<file path="src/rtl/synchronized_led_blink_code_driver_macros.svh">
// ----------------------------------------------------------------------------
// synchronized_led_blink_code_driver_macros
// assertion macros shared by the led blink code driver rtl
// ----------------------------------------------------------------------------
`ifndef SYNCHRONIZED_LED_BLINK_CODE_DRIVER_MACROS_SVH
`define SYNCHRONIZED_LED_BLINK_CODE_DRIVER_MACROS_SVH

// same-cycle implication, checked outside reset
`define SLBCD_ASSERT_NOW(label, ante, cons) \
    label: assert property (@(posedge clk) disable iff (!rst_n) (ante) |-> (cons)) \
        else $error("slbcd assertion failed");

// next-cycle implication, checked outside reset
`define SLBCD_ASSERT_NEXT(label, ante, cons) \
    label: assert property (@(posedge clk) disable iff (!rst_n) (ante) |=> (cons)) \
        else $error("slbcd assertion failed");

`endif

</file>
<file path="src/rtl/slbcd_pkg.sv">
// ----------------------------------------------------------------------------
// slbcd_pkg
// types, constants and helpers for the led blink code driver
// ----------------------------------------------------------------------------
`default_nettype none

package slbcd_pkg;

    // number of driven leds
    localparam int NUM_LEDS = 8;
    localparam int LED_W    = (NUM_LEDS > 1) ? $clog2(NUM_LEDS) : 1;

    // fixed field widths
    localparam int MODE_W    = 2;
    localparam int IDX_IN_W  = 3;
    localparam int COUNT_W   = 8;
    localparam int LEVEL_W   = 8;
    localparam int PERIOD_W  = 6;
    localparam int TIME_W    = 8;
    localparam int STEP_W    = 8;
    localparam int PAT_W     = 18;
    localparam int CFG_IDX_W = 1;
    localparam int CFG_W     = 8;

    // timing constants
    localparam int DUE_LIMIT  = 162;
    localparam int STEP_FIRST = 93;
    localparam int STEP_OTHER = 94;

    // flash pattern constants
    localparam int          FLASH_LIMIT = 8;
    localparam logic [31:0] FLASH_BASE  = 32'd16;
    localparam logic [31:0] FLASH_MASK  = 32'h5555_5555;

    // configuration register indexes
    localparam logic [CFG_IDX_W-1:0] REG_BLINK_PERIOD   = 1'b0;
    localparam logic [CFG_IDX_W-1:0] REG_OFF_LEVEL_MASK = 1'b1;

    // input word kinds
    typedef enum logic [MODE_W-1:0] {
        MODE_TICK  = 2'd0,
        MODE_SET   = 2'd1,
        MODE_FLASH = 2'd2
    } mode_t;

    // sequencer states
    typedef enum logic [2:0] {
        S_IDLE = 3'b001,
        S_LED  = 3'b010,
        S_DONE = 3'b100
    } state_t;

    // flash pattern with bits 4, 6, .., 2*cnt+2 set
    function automatic logic [PAT_W-1:0] flash_bits(input logic [COUNT_W-1:0] cnt);
        logic [31:0] full;
        full = ((FLASH_BASE << {cnt[2:0], 1'b0}) - FLASH_BASE) & FLASH_MASK;
        return full[PAT_W-1:0];
    endfunction

endpackage

`default_nettype wire

</file>
<file path="src/rtl/synchronized_led_blink_code_driver.sv">
// ----------------------------------------------------------------------------
// synchronized_led_blink_code_driver
// drives status leds in lockstep from a shared frame step counter
// ----------------------------------------------------------------------------
// sequencing: a due tick runs through S_LED, where the led update unit serves
//   one led per cycle, and then S_DONE; any other word goes straight to S_DONE
// flow: a new word is accepted only in S_IDLE, after the last one left S_DONE;
//   the output register lets the next word in while a result waits
// reset: asynchronous, clears all counts, patterns, time, deadline and pins
// ----------------------------------------------------------------------------
`default_nettype none
`include "synchronized_led_blink_code_driver_macros.svh"

module synchronized_led_blink_code_driver (
    input  wire logic                             clk,
    input  wire logic                             rst_n,
    input  wire logic                             cfg_we,
    input  wire logic [slbcd_pkg::CFG_IDX_W-1:0]  cfg_index,
    input  wire logic [slbcd_pkg::CFG_W-1:0]      cfg_data,
    input  wire logic                             in_valid,
    output logic                                  in_ready,
    input  wire logic [slbcd_pkg::MODE_W-1:0]     mode,
    input  wire logic [slbcd_pkg::IDX_IN_W-1:0]   led_index,
    input  wire logic [slbcd_pkg::COUNT_W-1:0]    count,
    output logic                                  out_valid,
    input  wire logic                             out_ready,
    output logic [slbcd_pkg::LEVEL_W-1:0]         led_levels,
    output logic                                  step_taken
);

    localparam int N  = slbcd_pkg::NUM_LEDS;
    localparam int LW = slbcd_pkg::LED_W;

    // state
    slbcd_pkg::state_t                      state_reg, state_next;
    logic [LW-1:0]                          led_cnt_reg, led_cnt_next;
    logic                                   taken_reg, taken_next;
    logic [slbcd_pkg::PERIOD_W-1:0]         blink_period_reg, blink_period_next;
    logic [slbcd_pkg::LEVEL_W-1:0]          off_mask_reg, off_mask_next;
    logic [slbcd_pkg::COUNT_W-1:0]          req_reg [N], req_next [N];
    logic [slbcd_pkg::COUNT_W-1:0]          lat_reg [N], lat_next [N];
    logic [slbcd_pkg::PAT_W-1:0]            pat_reg [N], pat_next [N];
    logic [slbcd_pkg::STEP_W-1:0]           step_reg, step_next;
    logic [slbcd_pkg::TIME_W-1:0]           deadline_reg, deadline_next;
    logic [slbcd_pkg::TIME_W-1:0]           time_reg, time_next;
    logic [N-1:0]                           pin_reg, pin_next;
    logic                                   out_valid_reg, out_valid_next;
    logic [slbcd_pkg::LEVEL_W-1:0]          out_levels_reg, out_levels_next;
    logic                                   out_taken_reg, out_taken_next;

    // datapath signals
    logic                                   accept;
    logic                                   idx_ok;
    logic [LW-1:0]                          rd_idx;
    logic [slbcd_pkg::PAT_W-1:0]            pat_rd;
    logic [slbcd_pkg::PAT_W-1:0]            pat_shift;
    logic [slbcd_pkg::COUNT_W-1:0]          n_cur;
    logic [slbcd_pkg::TIME_W-1:0]           time_inc;
    logic [slbcd_pkg::TIME_W-1:0]           elapsed;
    logic                                   due;
    logic [slbcd_pkg::STEP_W-1:0]           step_inc;
    logic [slbcd_pkg::STEP_W-1:0]           wrap_at;
    logic                                   led_on;
    logic                                   out_free;

    assign in_ready   = (state_reg == slbcd_pkg::S_IDLE);
    assign accept     = in_valid && in_ready;
    assign out_free   = !out_valid_reg || out_ready;
    assign out_valid  = out_valid_reg;
    assign led_levels = out_levels_reg;
    assign step_taken = out_taken_reg;

    // single read port shared by request handling and the led loop
    assign idx_ok = (32'(led_index) < N);
    assign rd_idx = in_ready ? LW'(led_index) : led_cnt_reg;
    assign pat_rd = pat_reg[rd_idx];

    // tick due check
    assign time_inc = time_reg + 8'd1;
    assign elapsed  = time_inc - deadline_reg;
    assign due      = (elapsed < 8'(slbcd_pkg::DUE_LIMIT));

    // led update unit, one led per cycle
    assign n_cur     = (step_reg == '0) ? req_reg[led_cnt_reg] : lat_reg[led_cnt_reg];
    assign pat_shift = pat_rd >> 1;
    always_comb
    begin
        if (pat_rd != '0)
        begin
            led_on = pat_rd[0];
        end
        else if (n_cur > {2'b00, blink_period_reg})
        begin
            led_on = (step_reg != '0);
        end
        else if (n_cur == {2'b00, blink_period_reg})
        begin
            led_on = !step_reg[0];
        end
        else if ({n_cur, 2'b00} > {2'b00, step_reg})
        begin
            led_on = (step_reg[1:0] == 2'b00);
        end
        else
        begin
            led_on = 1'b0;
        end
    end

    // frame step advance
    assign step_inc = step_reg + 8'd1;
    assign wrap_at  = {blink_period_reg, 2'b00};

    // sequencer and next state
    always_comb
    begin
        state_next        = state_reg;
        led_cnt_next      = led_cnt_reg;
        taken_next        = taken_reg;
        blink_period_next = blink_period_reg;
        off_mask_next     = off_mask_reg;
        req_next          = req_reg;
        lat_next          = lat_reg;
        pat_next          = pat_reg;
        step_next         = step_reg;
        deadline_next     = deadline_reg;
        time_next         = time_reg;
        pin_next          = pin_reg;
        out_valid_next    = out_valid_reg;
        out_levels_next   = out_levels_reg;
        out_taken_next    = out_taken_reg;

        // configuration writes
        if (cfg_we)
        begin
            case (cfg_index)
                slbcd_pkg::REG_BLINK_PERIOD:
                    blink_period_next = cfg_data[slbcd_pkg::PERIOD_W-1:0];
                slbcd_pkg::REG_OFF_LEVEL_MASK:
                    off_mask_next = cfg_data;
                default: ;
            endcase
        end

        // result word handed off
        if (out_valid_reg && out_ready)
        begin
            out_valid_next = 1'b0;
        end

        case (state_reg)
            slbcd_pkg::S_IDLE:
            begin
                if (accept)
                begin
                    taken_next = 1'b0;
                    state_next = slbcd_pkg::S_DONE;
                    case (mode)
                        slbcd_pkg::MODE_TICK:
                        begin
                            time_next = time_inc;
                            if (due)
                            begin
                                deadline_next = deadline_reg + ((step_reg[1:0] != 2'b00) ?
                                    8'(slbcd_pkg::STEP_OTHER) : 8'(slbcd_pkg::STEP_FIRST));
                                led_cnt_next = LW'(N - 1);
                                taken_next   = 1'b1;
                                state_next   = slbcd_pkg::S_LED;
                            end
                        end
                        slbcd_pkg::MODE_SET:
                        begin
                            if (idx_ok)
                            begin
                                req_next[rd_idx] = count;
                            end
                        end
                        slbcd_pkg::MODE_FLASH:
                        begin
                            if (idx_ok && pat_rd == '0 &&
                                count < 8'(slbcd_pkg::FLASH_LIMIT))
                            begin
                                pat_next[rd_idx] = slbcd_pkg::flash_bits(count);
                            end
                        end
                        default: ;
                    endcase
                end
            end
            slbcd_pkg::S_LED:
            begin
                // latch, shift pattern and drive one pin
                lat_next[led_cnt_reg] = n_cur;
                if (pat_rd != '0)
                begin
                    pat_next[led_cnt_reg] = pat_shift;
                    if (pat_shift == '0)
                    begin
                        lat_next[led_cnt_reg] = '0;
                    end
                end
                pin_next[led_cnt_reg] = off_mask_reg[led_cnt_reg] ^ led_on;
                if (led_cnt_reg == '0)
                begin
                    step_next  = (wrap_at <= step_inc) ? '0 : step_inc;
                    state_next = slbcd_pkg::S_DONE;
                end
                else
                begin
                    led_cnt_next = led_cnt_reg - 1'b1;
                end
            end
            slbcd_pkg::S_DONE:
            begin
                // load the output register once it is free
                if (out_free)
                begin
                    out_valid_next  = 1'b1;
                    out_levels_next = slbcd_pkg::LEVEL_W'(pin_reg);
                    out_taken_next  = taken_reg;
                    state_next      = slbcd_pkg::S_IDLE;
                end
            end
            default:
            begin
                state_next = slbcd_pkg::S_IDLE;
            end
        endcase
    end

    // control and state registers
    always_ff @(posedge clk or negedge rst_n)
    begin
        if (!rst_n)
        begin
            state_reg        <= slbcd_pkg::S_IDLE;
            led_cnt_reg      <= '0;
            taken_reg        <= 1'b0;
            blink_period_reg <= 6'd4;
            off_mask_reg     <= '0;
            for (int i = 0; i < N; i++)
            begin
                req_reg[i] <= '0;
                lat_reg[i] <= '0;
                pat_reg[i] <= '0;
            end
            step_reg         <= '0;
            deadline_reg     <= '0;
            time_reg         <= '0;
            pin_reg          <= '0;
            out_valid_reg    <= 1'b0;
        end
        else
        begin
            state_reg        <= state_next;
            led_cnt_reg      <= led_cnt_next;
            taken_reg        <= taken_next;
            blink_period_reg <= blink_period_next;
            off_mask_reg     <= off_mask_next;
            req_reg          <= req_next;
            lat_reg          <= lat_next;
            pat_reg          <= pat_next;
            step_reg         <= step_next;
            deadline_reg     <= deadline_next;
            time_reg         <= time_next;
            pin_reg          <= pin_next;
            out_valid_reg    <= out_valid_next;
        end
    end

    // output payload
    always_ff @(posedge clk)
    begin
        out_levels_reg <= out_levels_next;
        out_taken_reg  <= out_taken_next;
    end

    // checks
    `SLBCD_ASSERT_NEXT(a_busy_after_accept, accept, !in_ready)
    `SLBCD_ASSERT_NEXT(a_request_short, accept && (mode != slbcd_pkg::MODE_TICK),
        state_reg == slbcd_pkg::S_DONE)
    `SLBCD_ASSERT_NEXT(a_loop_ends, (state_reg == slbcd_pkg::S_LED) && (led_cnt_reg == '0),
        (state_reg == slbcd_pkg::S_DONE) && taken_reg)

endmodule

`default_nettype wire

</file>
<file path="config.mk">
export PLATFORM = sky130hd
export DESIGN_NAME = synchronized_led_blink_code_driver
export DESIGN_NICKNAME = d
export VERILOG_FILES = /design/src/rtl/slbcd_pkg.sv /design/src/rtl/synchronized_led_blink_code_driver.sv
export VERILOG_INCLUDE_DIRS = /design/src /design/src/rtl
export SDC_FILE = /design/constraint.sdc
export NUM_CORES = 1
export LEC_CHECK = 0
export ABC_AREA = 0
export BUFFER_PORTS_ARGS = -buffer_cell sky130_fd_sc_hd__buf_2
export CAP_MARGIN = 25
export CORE_ASPECT_RATIO = 0.5
export CORE_MARGIN = 1
export CORE_UTILIZATION = 34
export CTS_BUF_LIST = sky130_fd_sc_hd__clkbuf_8
export DETAILED_ROUTE_END_ITERATION = 10
export MAX_ROUTING_LAYER = met4
export SYNTH_ARGS = -nofsm -noshare
export SYNTH_HDL_FRONTEND = slang
export SYNTH_SLANG_ARGS = --single-unit
</file>
<file path="constraint.sdc">
create_clock -name clk -period 6.45 [get_ports clk]
set_input_delay 1.29 -clock clk [delete_from_list [all_inputs] [get_ports clk]]
set_output_delay 1.29 -clock clk [all_outputs]
set_load 0.02 [all_outputs]
</file>
---- Word level (Yosys, flattened, before mapping) ----
Cells that the tools add are included.
Widths: inputs -> output; s select.
storage, ports and cells
  output and inout port bits .............. 11
  flip-flop bits (word level) ............. 335
cells by class
  reduce and logical (&&, ||, !) cells .... 30
  mux-type cells .......................... 57
  $lt $le $gt $ge ......................... 11
  bitwise logic cells ..................... 6
  add/sub/neg operators ................... 6
  equal/unequal tests ..................... 15
  shifts and indexed selects .............. 1
operators by type and width
  operator               count
  $mux 144               4
  $bwmux 144             2
  $pmux 144 s2           1
  $bwmux 64              2
  $mux 64                2
  $demux 18 s3           2
  $mux 18                4
  $and 64x64->64         1
  $mux 8                 8
  $not 64->64            1
  $bmux 18 s3            1
  $bmux 8 s3             2
  $demux 8 s3            2
  $logic_not 18->1       2
  $mux 3                 10
  $reduce_bool 18->1     1
  $shl 5x4->17 const A   1
  $sub 17x5->17 const B  1
  $add 8x1->8 const B    2
  $mux 1                 11
  $gt 10x8->1            1
  $ne 2x1->1 const B     5
  $reduce_and 2->1       5
  $reduce_and 5->1       2
  37 further kinds       53

---- Longest topological paths before layout ----
Gate-level depths: netlist of the first run.
  depth in word-level cells ............... 12
  mapped depth ............................ 21

---- Least setup slack after synthesis of the first run ----
OpenSTA, ideal clock, no wires.
  path type ............................... register -> register
  start ................................... register led_cnt_reg[1]
  end ..................................... register pin_reg[5]
  period minus slack after synthesis ...... 5329 ps
  setup slack ............................. 1121 ps
  data arrival time ....................... 5204 ps
  library setup time ...................... 125 ps
  path buffers ............................ 6
  cell stages (with the launch flop) ...... 20
  path through ............................ dfrtp_1 -> clkbuf_1 -> clkbuf_1 -> clkbuf_1 -> clkbuf_1 -> clkbuf_1 -> clkbuf_1 -> mux4_2 -> nand2_1 -> nand3_1 -> o31ai_1 -> ha_1 -> nand2b_1 -> a21oi_1 -> o41ai_1 -> a22oi_1 -> o32a_1 -> o41ai_1 -> xnor2_1 -> mux2_2
on the way
  cells in the longest elaborated chain, start to end .. 12
ends and longest elaborated chain
  what                                        line                                       text
  from (decl)                                 synchronized_led_blink_code_driver.sv:36   logic [LW-1:0] led_cnt_reg, led_cnt_next;
  from (signal assigned)                      synchronized_led_blink_code_driver.sv:256  led_cnt_reg <= led_cnt_next;
  $not 3->4 (implied by the code)             synchronized_led_blink_code_driver.sv:84   assign n_cur = (step_reg == '0) ? req_reg[led_cnt_reg] : lat_reg[led_cnt_reg];
  $bmux 8 s3                                  synchronized_led_blink_code_driver.sv:84
  $mux 8 (implied by the code) (2 in series)  synchronized_led_blink_code_driver.sv:84
  $mux 8                                      synchronized_led_blink_code_driver.sv:84
  $gt 10x8->1                                 synchronized_led_blink_code_driver.sv:100  else if ({n_cur, 2'b00} > {2'b00, step_reg})
  $mux 1                                      synchronized_led_blink_code_driver.sv:100
  $mux 1                                      synchronized_led_blink_code_driver.sv:96   else if (n_cur == {2'b00, blink_period_reg})
  $mux 1                                      synchronized_led_blink_code_driver.sv:92   else if (n_cur > {2'b00, blink_period_reg})
  $mux 1                                      synchronized_led_blink_code_driver.sv:88   if (pat_rd != '0)
  $xor 1x1->1                                 synchronized_led_blink_code_driver.sv:202  pin_next[led_cnt_reg] = off_mask_reg[led_cnt_reg] ^ led_on;
  $bwmux 8 (*)                                synchronized_led_blink_code_driver.sv:202
  to (signal assigned)                        synchronized_led_blink_code_driver.sv:266  pin_reg <= pin_next;
  to (decl)                                   synchronized_led_blink_code_driver.sv:46   logic [N-1:0] pin_reg, pin_next;
Mark *: on every way between the ends. The rest lies on a longest branch, timed or not. The select of a mux whose other input is x is not followed.
A chain may end at the register's enable or synchronous reset.

---- Worst setup path after layout of the first run ----
  start ................................... register state_reg[0]
  end ..................................... register pat_reg[42] (netlist bit)
on the way
  cells in the longest elaborated chain, start to end .. 12
ends and longest elaborated chain
  what                                                            line                                                                                 text
  from (decl)                                                     synchronized_led_blink_code_driver.sv:35                                             slbcd_pkg::state_t state_reg, state_next;
  from (signal assigned)                                          synchronized_led_blink_code_driver.sv:236                                            state_reg <= slbcd_pkg::S_IDLE;
  from (signal assigned)                                          synchronized_led_blink_code_driver.sv:255                                            state_reg <= state_next;
  $eq 3x1->1                                                      synchronized_led_blink_code_driver.sv:66, synchronized_led_blink_code_driver.sv:151
  $mux 3                                                          synchronized_led_blink_code_driver.sv:75                                             assign rd_idx = in_ready ? LW'(led_index) : led_cnt_reg;
  $not 3->4 (implied by the code)                                 synchronized_led_blink_code_driver.sv:76, synchronized_led_blink_code_driver.sv:183
  $ge 4x4->1 (implied by the code) or $lt 4x1->1 (tied branches)  synchronized_led_blink_code_driver.sv:183                                            pat_next[rd_idx] = slbcd_pkg::flash_bits(count);
  $logic_and 1x1->1 (implied by the code)                         synchronized_led_blink_code_driver.sv:183
  $mux 18 (implied by the code)                                   synchronized_led_blink_code_driver.sv:183
  $demux 18 s3                                                    synchronized_led_blink_code_driver.sv:183
  $bwmux 144                                                      synchronized_led_blink_code_driver.sv:183
  $mux 144                                                        synchronized_led_blink_code_driver.sv:180                                            if (idx_ok && pat_rd == '0 &&
  $mux 144                                                        synchronized_led_blink_code_driver.sv:158                                            case (mode)
  $mux 144                                                        synchronized_led_blink_code_driver.sv:154                                            if (accept)
  $pmux 144 s2                                                    synchronized_led_blink_code_driver.sv:151                                            case (state_reg)
  to (signal assigned)                                            synchronized_led_blink_code_driver.sv:262                                            pat_reg <= pat_next;
  to (decl)                                                       synchronized_led_blink_code_driver.sv:42                                             logic [slbcd_pkg::PAT_W-1:0] pat_reg [N], pat_next [N];
Several ways; a longest one is shown, not always the timed one. The select of a mux whose other input is x is not followed.

==> impl_metrics.toml, run 1 <==
[run_status]
status = "complete, no violations"

[synth]
syn_nets = 1579
synth_edf_count = 9
yosysSeqAreaShare_pct = 48.2
yosysTopAreaCell = "dfrtp_1"
syn_inst = 1517
yosysMostFrequentCell = "dfrtp_1"
ys_ff_latch = 327
yosysUniqueCellTypes = 77
avgSynthCellArea_sq_um = 11.3
ys_top_cells_by_count = "316 x dfrtp_1, 201 x mux2_2, 145 x nand2_1, 96 x a22o_1, 79 x mux2i_1"
synth_top_area_share_pct = 46.3
async_reset_ff_share_pct = 97.2
synth.area.top_cells = "dfrtp_1 46%, mux2_2 13%, a22o_1 4.9%"
synth_area_sq_mm = 0.0171
yosysWarnings = 0
synth_flop_cell = "dfrtp_1"

[routing]
wl_met2_um = 23100
vias = 13067
antenna_left = 0
highest_layer = "met4"
wl_per_cell_um = 22.7
route.met3.wl_um = 3830
drc = 0
drt-vias-per-instance = 5.75
drt-initial-drc-count = 1178
dr.pass1.iters = 5
wirelength_met1_um = 23300
drt-total-wl_um = 51700

[layout]
multiInputGateArea_sq_mm = 0.00844
seq_area_sq_mm = 0.00823
largest_reg_flops = 136
area_growth_pct = 13.6
stdcell_count = 2274
nets = 1646
drive_above_1_share_pct = 26.0
nFillCells = 4781

[job]
maxCapViolCount = 0

[global_routing]
grt_max_degree = 151
grt_first_pass_wirelength_um = 80600
grt-ovfl-total = 0
grt_antenna_before_repair = 1
grt.total_usage_pct = 20.9
grt_pass1_vias = 12990

[critical_path]
cp_max_fo = 25
crit_path_end_kind = "register"
critical_path.startpoint_type = "register"
crit_slowest_cell = "mux2i_2"
path_class = "register to register"
path_cells = "or3b_1, inv_2, buf_4, mux2_2, nor2_1, a32o_1, or4_1, nand4bb_1, nor3_4, buf_4, mux2i_2, mux2_2"
r2r-start = "state_reg[0]"
ff2ff_path_depth = 12
critPathMaxStageDelay_ns = 0.79
ff2ff_setup_slack_ns = 0.83
r2r_end = "pat_reg[42]"
arrival_ns = 6.11
cp_data_required_time_ns = 6.94

[die]
core_region_area_sq_mm = 0.0491
io-pin-count = 38
row_count = 57
die_w_um = 319
initial_core_util_pct = 34.8
fp.dieArea_sq_mm = 0.0512
die_h_um = 161

[placed_design]
post-place-cells = 2177
hpwl_um = 34900
io_buffers = 37
place_congestion = 0.948

[min_path]
min_from = "pin_reg[6]"
hold_path_end = "led_levels[6]"
min_path_cells = 0
min_path_type = "register to register"

[cts]
ctsResizeCount = 0
cts_tree = "built"
cts.sinks = 327
cts_made_buffers = 52
ctsHoldBuffers = 0
post_cts_buffers = 0
clock_path_buffers = 3
clk_pin_slew_ns = 0.06
htreeDepth = 2
root_buffer = "clkbuf_8"
insertion_delay_ns = 0.63

[pwr]
vdd.ir_drop.worst_mv = 0.232
power_density_mw_per_mm2 = 405
p_leak_nw = 8.91

[timing]
relSlewSlack_pct = 27.2
fin_crit_sh_pct = 87.1
fmax_ghz = 0.178
worst_pin_slew_ns = 1.09
setup_viol = 0
layout_min_cycle_time_ns = 5.62
finalClockSkew_ns = 0.0293
finalMaxSlewViolations = 0
final.setup.tns_ns = 0
rsz0062_at_grt = "false"
finalHoldViolCount = 0
## power breakdown
| part | internal [mW] | switching, mW |
|---|---|---|
| clock network | 1.02 | 0.864 |
| registers | 2.41 | 0.283 |
| logic | 1.24 | 2.04 |
## layer usage
metal | up-vias | GRT usage, %
met5 | - | -
met4 | 0 | 6.49
met3 | 107 | 4.15
met2 | 532 | 31.0
met1 | 6654 | 28.6
li1 | 5774 | -
## worst max path at each step
stage                             end  slack (ns)      startpoint
final                     pat_reg[42]        0.83    state_reg[0]
after detailed placement  pat_reg[82]        0.79    led_index[0]
after floorplan            pin_reg[5]        1.12  led_cnt_reg[1]
after global placement    pat_reg[76]        0.81    led_index[0]
after global routing      pat_reg[80]        0.73    state_reg[0]
after CTS                 pat_reg[42]        0.99    state_reg[0]
## cell type report
| cell class | count | share of cell area [%] |
|---|---|---|
| Antenna cell | 1 | 0.0129 |
| Clock buffer | 71 | 5.03 |
| Clock inverter | 23 | 0.664 |
| Inverter | 32 | 0.619 |
| Multi-Input combinational cell | 1070 | 43.5 |
| Sequential cell | 327 | 42.4 |
| Tap cell | 649 | 4.18 |
| Timing Repair Buffer | 101 | 3.61 |
## cell usage in the layout (no fill, tap or decap), drive strengths merged, types with 10 or more instances in the layout
cell type and instances:
dfrtp 316, mux2 205, nand2 145, buf 101, a22o 96, mux2i 81
nor2 71, clkbuf 71, a21oi 51, inv 47, o22ai 40, ha 33
o21ai 33, nor3 28, nand3 25, xnor2 24, nor2b 24, nand2b 18
a221oi 15, mux4 13, nor3b 10
## critical path, delay by kind of cell (launching register included)
kind / cells / cell delay, ns
flops: 1 / 0.56
compound gates: 1 / 0.32
simple gates: 5 / 1.90
buf+inv: 3 / 0.88
mux: 3 / 1.79
## stage by stage
step	utilization, %	setup WS (ns)	cell area [sq um]	power (mW)	hold WS [ns]
finish	39.6	0.831	19400	7.86	0.437
global route	39.6	0.732	19400	8.30	0.463
CTS	39.5	0.992	19400	7.84	0.445
detailed placement	37.3	0.786	18300	5.93	0.440
global placement	37.3	0.814	18300	5.91	0.433
floorplan	-	1.12	17100	4.80	0.421
## cell families after synthesis
group / count (synthesis) / share of synthesized area, %
and+or+nand+nor: 376 / 10.7
buffers and inverters: 120 / 2.77
AOI/OAI and AO/OA: 329 / 14.1
DFF: 327 / 48.2
adders and majority gates: 35 / 2.65
muxes: 299 / 20.0
xor gates and xnor gates: 31 / 1.59
(Power assumes the default switching activity.)
==> run 2: changes to the inputs <==
CORE_UTILIZATION = 50   (was 34)
PLACE_DENSITY = 0.66   (was default)
==> run 2 against run 1 <==
Against the previous run:
- critical path depth is 3 higher
- worst hold slack better by 0.0065 ns
- combinational power is essentially flat
- total power decreased by 2.4%
- clock skew is 0.030 ns higher
- non-clock buffer count is 6 lower
- via count grew 0.84%
- cell count shrank 9.9%
- sequential power about the same
- design area decreased by 2.3%
- largest cell class unchanged
==> impl_metrics.toml, run 2 (synthesis gave the netlist of run 1 again) <==
[pwr]
seqPwrFrac_pct = 35.3
p_int_mw = 4.51
power_density_mw_per_mm2 = 404
p_sw_mw = 3.16
pwr-share-comb_pct = 42.5
sw_frac_of_total_pct = 41.2
pwr-share-clk_pct = 22.2
vdd.ir_drop.worst_mv = 0.194
p_leak_nw = 8.80

[die]
die_h_um = 133
io-pin-count = 38
die_w_um = 263
core_region_area_sq_mm = 0.0333
row_count = 47
fp.dieArea_sq_mm = 0.0350
initial_core_util_pct = 51.2

[cts]
clk_pin_slew_ns = 0.07
post_cts_buffers = 0
cts_tree = "built"
root_buffer = "clkbuf_8"
clock_path_buffers = 3
ctsHoldBuffers = 0
ctsResizeCount = 0
htreeDepth = 2
cts_made_buffers = 48
cts.sinks = 327
insertion_delay_ns = 0.64

[timing]
finalHoldViolCount = 0
fin_crit_sh_pct = 93.9
finalMaxSlewViolations = 0
fin_hold_ws_ns = 0.443
finalClockSkew_ns = 0.0594
fmax_ghz = 0.165
setup_viol = 0
relSlewSlack_pct = 26.7
final.setup.tns_ns = 0
worst_pin_slew_ns = 1.10
rsz0062_at_grt = "false"
layout_min_cycle_time_ns = 6.06

[critical_path]
critical_path.startpoint_type = "register"
ff2ff_setup_slack_ns = 0.39
r2r-start = "led_cnt_reg[1]"
path_class = "register to register"
r2r_end = "pin_reg[4]"
ff2ff_path_depth = 15
arrival_ns = 6.57
crit_path_end_kind = "register"
cp_data_required_time_ns = 6.96
cp_max_fo = 31

[layout]
mostFrequentLayoutCells = "313 x dfrtp_1, 201 x mux2_2, 145 x nand2_1"
largest_reg_flops = 136
nets = 1636
nFillCells = 2770
layout_commonest_cell = "dfrtp_1"
area_growth_pct = 11.0
drive_above_1_share_pct = 25.1

[routing]
antenna_left = 0
drt-vias-per-instance = 6.43
wl_per_cell_um = 25.3
drt-initial-drc-count = 1718
drc = 0
dr.pass1.iters = 7
drt-total-wl_um = 51900
vias = 13177

[global_routing]
grt.total_usage_pct = 30.9
grt_pass1_vias = 13273
met2_usage_pct = 46.0
grtUsageMet1_pct = 42.3
grt-ovfl-total = 0
grt_max_degree = 146
grt_antenna_before_repair = 1
busiest_layer = "met2"
grtUsageMet3_pct = 7.15
grt_first_pass_wirelength_um = 80400

[min_path]
min_path_cells = 0
min_from = "pin_reg[5]"
hold_path_end = "led_levels[5]"
min_path_type = "register to register"

[placed_design]
place_congestion = 0.994
io_buffers = 37
hpwl_um = 35400

[run_status]
status = "complete, no violations"

[job]
maxCapViolCount = 0
run 2: changes by cell type in the layout (fill, tap and decap cells not counted), sizes merged:
cell | previous run | this run
clkbuf | 71 | 63
buf | 101 | 95
clkinv | 6 | 3
bufinv | 1 | 0
clkinvlp | 1 | 0
diode | 1 | 2
inv | 47 | 48
run 2: worst max path at each step:
stage	slack [ns]	depth (start not counted)	endpoint	start
after floorplan	1.12	19	pin_reg[5]	led_cnt_reg[1]
after global placement	0.70	15	pin_reg[2]	led_cnt_reg[1]
after detailed placement	0.59	15	pin_reg[2]	led_cnt_reg[1]
after CTS	0.55	15	pin_reg[2]	led_cnt_reg[1]
after global routing	0.17	15	pin_reg[4]	led_cnt_reg[1]
final	0.39	15	pin_reg[4]	led_cnt_reg[1]
run 2: metrics by stage:
| stage | setup slack, ns | utilization, % | std cells | total power, mW | cell area (sq um) |
|---|---|---|---|---|---|
| after floorplan | 1.12 | - | 1517 | 4.80 | 17100 |
| after global placement | 0.699 | 53.9 | 1960 | 5.79 | 18000 |
| after detailed placement | 0.586 | 54.0 | 1965 | 5.91 | 18000 |
| after CTS | 0.552 | 56.9 | 2047 | 7.61 | 19000 |
| after global routing | 0.174 | 56.9 | 2048 | 8.05 | 19000 |
| final | 0.391 | 56.9 | 2049 | 7.67 | 19000 |
run 2: area by class of cell:
type | instances | area [sq um] | area share [%]
Antenna cell | 2 | 5.00 | 0.0264
Clock buffer | 63 | 867 | 4.57
Clock inverter | 19 | 82.6 | 0.435
Inverter | 32 | 120 | 0.633
Multi-Input combinational cell | 1070 | 8440 | 44.5
Sequential cell | 327 | 8230 | 43.4
Tap cell | 441 | 552 | 2.91
Timing Repair Buffer | 95 | 671 | 3.54
run 2: metal layers:
| layer | wire length (um) | part of all wire [%] | up-vias |
|---|---|---|---|
| met3 | 5110 | 9.8 | 143 |
| met4 | 1670 | 3.2 | 0 |
| met5 | 0 | 0 | - |
| met2 | 22700 | 44 | 684 |
| li1 | - | - | 5751 |
| met1 | 22400 | 43 | 6599 |
run 2: power by group through the flow:
stage	clock network [mW]	logic, mW	registers (mW)
floorplan	0	2.20	2.60
global placement	0	3.08	2.71
detailed placement	0	3.18	2.73
CTS	1.72	3.19	2.70
global route	1.81	3.50	2.74
finish	1.70	3.26	2.71
run 2: worst max-delay path, cell delays in order, from the launching register on:
cell,delay [ns]
dfrtp_2,0.96
buf_4,0.49
nor2b_1,0.65
a221oi_1,0.19
a31oi_1,0.25
nor3_1,0.07
a31oi_1,0.40
ha_1,0.34
nand2b_1,0.07
a21oi_1,0.07
o41ai_1,0.40
a22oi_1,0.15
o32a_1,0.48
o41ai_1,0.74
xnor2_1,0.35
mux2_2,0.35
